--- src/sv/chm_ram.sv ---
// ----------------------------------------------------------------------------
// chm_ram
// Simple dual-port RAM, one write and one read port, registered read data.
// ----------------------------------------------------------------------------
module chm_ram #(
    parameter int WIDTH = 8,
    parameter int DEPTH = 16
) (
    input  logic                     i_clk,
    input  logic                     i_we,
    input  logic [$clog2(DEPTH)-1:0] i_waddr,
    input  logic [WIDTH-1:0]         i_wdata,
    input  logic                     i_re,
    input  logic [$clog2(DEPTH)-1:0] i_raddr,
    output logic [WIDTH-1:0]         o_rdata
);

    logic [WIDTH-1:0] r_mem [DEPTH];
    logic [WIDTH-1:0] r_rdata;

    always_ff @(posedge i_clk) begin
        if (i_we) begin
            r_mem[i_waddr] <= i_wdata;
        end
        if (i_re) begin
            r_rdata <= r_mem[i_raddr];
        end
    end

    assign o_rdata = r_rdata;

endmodule

--- config.mk ---
export PLATFORM = sky130hd
export DESIGN_NAME = chm_ram
export DESIGN_NICKNAME = d
export VERILOG_FILES = /design/src/sv/chm_ram.sv
export SDC_FILE = /design/constraint.sdc
export NUM_CORES = 1
export LEC_CHECK = 0
export BUFFER_PORTS_ARGS = -buffer_cell sky130_fd_sc_hd__buf_2
export CAP_MARGIN = 20
export CORE_MARGIN = 4
export CORE_UTILIZATION = 25
export DETAILED_ROUTE_END_ITERATION = 12
export PLACE_DENSITY = 0.5
export SYNTH_ARGS = -nofsm -noshare
export SYNTH_HDL_FRONTEND = slang
export SYNTH_SLANG_ARGS = --single-unit
--- constraint.sdc ---
create_clock -name i_clk -period 5.6 [get_ports i_clk]
set_clock_uncertainty 0.2 [all_clocks]
set_input_delay 0.28 -clock i_clk [delete_from_list [all_inputs] [get_ports i_clk]]
set_output_delay 0.28 -clock i_clk [all_outputs]
set_load 0.02 [all_outputs]
After elaboration in Yosys (flattened, before gate mapping)
Memories as Yosys holds them, arrays and structs flattened. A register that Yosys moved wholly into a read port is not among the register bits.
Index checks and enable logic that the tools add are counted.
W data, S select, Z words.

word-level totals
  memory bits (writable) = 128
  output and inout port bits = 8
  register bits = 0
  memories = 1

memory list
  memory  depth  width  rd ports  clocked after Yosys merged registers in  wr ports  RTL line  source
  r_mem   16     8      1         1                                        1         18        logic [WIDTH-1:0] r_mem [DEPTH];

operators by class
  muxes and demuxes = 2

operators with widths
  operator  count
  $mux W1   2

Depth between registers and ports, before layout
  depth in word-level cells = 2
  gate-level depth with buffers = 5

Least setup slack after synthesis
No wires, ideal clock.

  path kind = input to register
  from = in i_waddr[2]
  to = mem r_mem[0][0], enable pin
  data required time = 5.017 ns
  stages on the path = 2
  buffers on the path = 0
  setup slack = 3.627 ns
  data arrival time = 1.390 ns
  cell sequence = or3b_2 -> nor3_1

RTL lines
  item         RTL line  source
  from (decl)  11        input logic [$clog2(DEPTH)-1:0] i_waddr,
  to (decl)    18

Straight into the memory's write port.

==> results_dict.tcl <==
set metrics [dict create \
    dpl_cell_area_mm2 0.00565 \
    yosysTopAreaCell "edfxtp_1" \
    netlist.area_leader.share_pct 78.1 \
    dpl_worst_slack_ns 3.18 \
    syn_area_per_cell_um2 22.8 \
    clkTransAtPathRegs_ns 0.06 \
    vias 2415 \
    cts_setup_buffers 0 \
    ys.flop_type "edfxtp_1" \
    finalMaxSlewViolations 0 \
    fin_crit_sh_pct 34.7 \
    portBuffers 26 \
    yosysMostFrequentCell "edfxtp_1" \
    drive_above_1_share_pct 26.6 \
    avgRoutedWirePerCell_um 20.5 \
    initial_core_util_pct 25.6 \
    synth-seq-cells 136 \
    fmax_ghz 0.515 \
    grt_overflow_total 0 \
    fin_crit_ns 1.94 \
    register_area_mm2 0.00408 \
    grt.total_usage_pct 10.2 \
    layout_setup_ws_ns 3.66 \
    die_w_um 153 \
    syn_nets 248 \
    cts_hold_buf 0 \
    tns_ns 0 \
    clkLatencyLatePin_ns 0.41 \
    drt_wl_total_mm 11.3 \
    cts_buffers 17 \
    cts.sinks 136 \
    n_fill_cell 2038 \
    first_pass_iters 5 \
    grt_antenna_before_repair 0 \
    htreeDepth 4 \
    async_reset_ff_share_pct 0 \
    syn_area_mm2 0.00523 \
    post_cts_resized 0 \
    dr.first_iter.drc_count 234 \
    gp_congestion 0.687 \
    rows 52 \
    grt_pass1_vias 2572 \
    synth_warnings 0 \
    crit_chain "buf_2 > buf_4 > mux4_1 > a22oi_1 > nand2_1" \
    synth_area_leaders "edfxtp_1 (78%), mux4_2 (7.8%), mux4_1 (7.0%)" \
    start_kind "primary input" \
    die_y_um 153 \
    end_kind "flop" \
    postLayoutCellArea_mm2 0.00624 \
    power.total_mw 2.38 \
    cp.arrival_ns 1.90 \
    critPathMaxStageDelay_ns 0.69 \
    root_buffer "clkbuf_16" \
    fin_nets 288 \
    path_max_fanout 32 \
    antenna_cells 0 \
    dp_hpwl_mm 7.01 \
    drc 0 \
    power_density_mw_per_mm2 381 \
    crit_slowest_cell "mux4_1" \
    area_growth_pct 19.3 \
    maxSlewHeadroom_pct 34.7 \
    antenna_left 0 \
    drv_cap 0 \
    ios 27 \
    seq_area_frac_synth_pct 78.1 \
    leakagePower_nw 2.03 \
    fin_util_pct 30.5 \
    final-setup-viol-count 0 \
    finalHoldViolCount 0 \
    core_area_mm2 0.0204 \
    status "finished, final reports clean" \
    ys_top_cells_by_count "edfxtp_1 (136), mux4_2 (18), a22oi_1 (16)" \
    clockBufferDepth 2 \
    peakVddDrop_mv 0.202 \
    rsz0062_at_grt "false" \
    synth_edf_count 136 \
    grt_pass1_wl_mm 16.9 \
    grt_max_degree 33 \
    vias_per_cell 4.38 \
    required_ns 5.55 \
    tritoncts "built" \
    ys_types 18 \
    min_path_type "primary input to flop" \
    tightestPinTransition_ns 0.976 \
    multi_input_area_mm2 0.00106 \
    path_class "primary input to flop" \
    syn-instance-count 229 \
    die-area_mm2 0.0233 \
]
-- cells in the final DEF (no fill, tap or decap), drive strengths merged --
master and instances:
edfxtp 136, mux4 32, buf 31, clkbuf 19
a22oi 16, nor2 13, nand2 9, clkinv 9
nor3 4, bufinv 4, nand3b 2, nand2b 2
nor2b 1, and2 1, and2b 1, nand3 1
or3b 1
-- through the flow --
step                      hold WS (ns)  instances
after floorplan                  0.179        229
after global routing            0.0237        552
final                           0.0431        552
after CTS                       0.0296        552
after detailed placement         0.465        520
after global placement           0.468        520
-- state kept, by name, summed over array words and instances (netlist names) --
signal   count
r_mem      128
o_rdata      8
-- cell families after synthesis --
group,after synthesis,share of synthesized area (%)
DFF,136,78.1
and+or+nand+nor,35,3.14
muxes,32,14.8
AOI/OAI and AO/OA,16,2.30
buffers and inverters,10,1.65
-- worst paths after layout --
kind,from,to,slack [ns],cells past startpoint
worst max-delay path,i_raddr[0],o_rdata[1]$_DFFE_PP_,3.66,5
worst min register to register,r_mem[11][5]$_DFFE_PP_,o_rdata[5]$_DFFE_PP_,0.55,3
worst min-delay path,i_re,o_rdata[4]$_DFFE_PP_,0.04,1
worst max register to register,r_mem[5][1]$_DFFE_PP_,o_rdata[1]$_DFFE_PP_,3.89,3
-- layout make-up --
class,count,area share [%]
clock inverters,13,2.55
clock buffers,19,6.94
repair buffers,31,2.69
flip-flops and latches,136,65.5
multi-input cells,83,16.9
well taps,270,5.42
-- report_power, final --
group | leakage, nW | switching [mW] | internal (mW)
clock | 0.292 | 0.381 | 0.733
sequential | 1.24 | 0.00638 | 1.15
combinational | 0.499 | 0.0689 | 0.0407
total | 2.03 | 0.456 | 1.92
-- layer usage --
layer  wire, µm  part of all wire [%]  track usage (%)  up-vias
met5          0                     0                0        -
met1       5480                    48             15.1     1270
met3        718                   6.3             3.55        7
met2       5040                    44             14.1       74
met4         89                  0.79             2.67        0
li1           -                     -                -     1064
-- worst max-delay path, delay by kind of cell --
| kind | cells | cell delay (ns) |
|---|---|---|
| multiplexers | 1 | 0.69 |
| buffers and inverters | 2 | 0.56 |
| AO/OA/AOI/OAI | 1 | 0.25 |
| AND/OR/NAND/NOR | 1 | 0.08 |
Note: power is estimated with default switching activity, not from simulation.
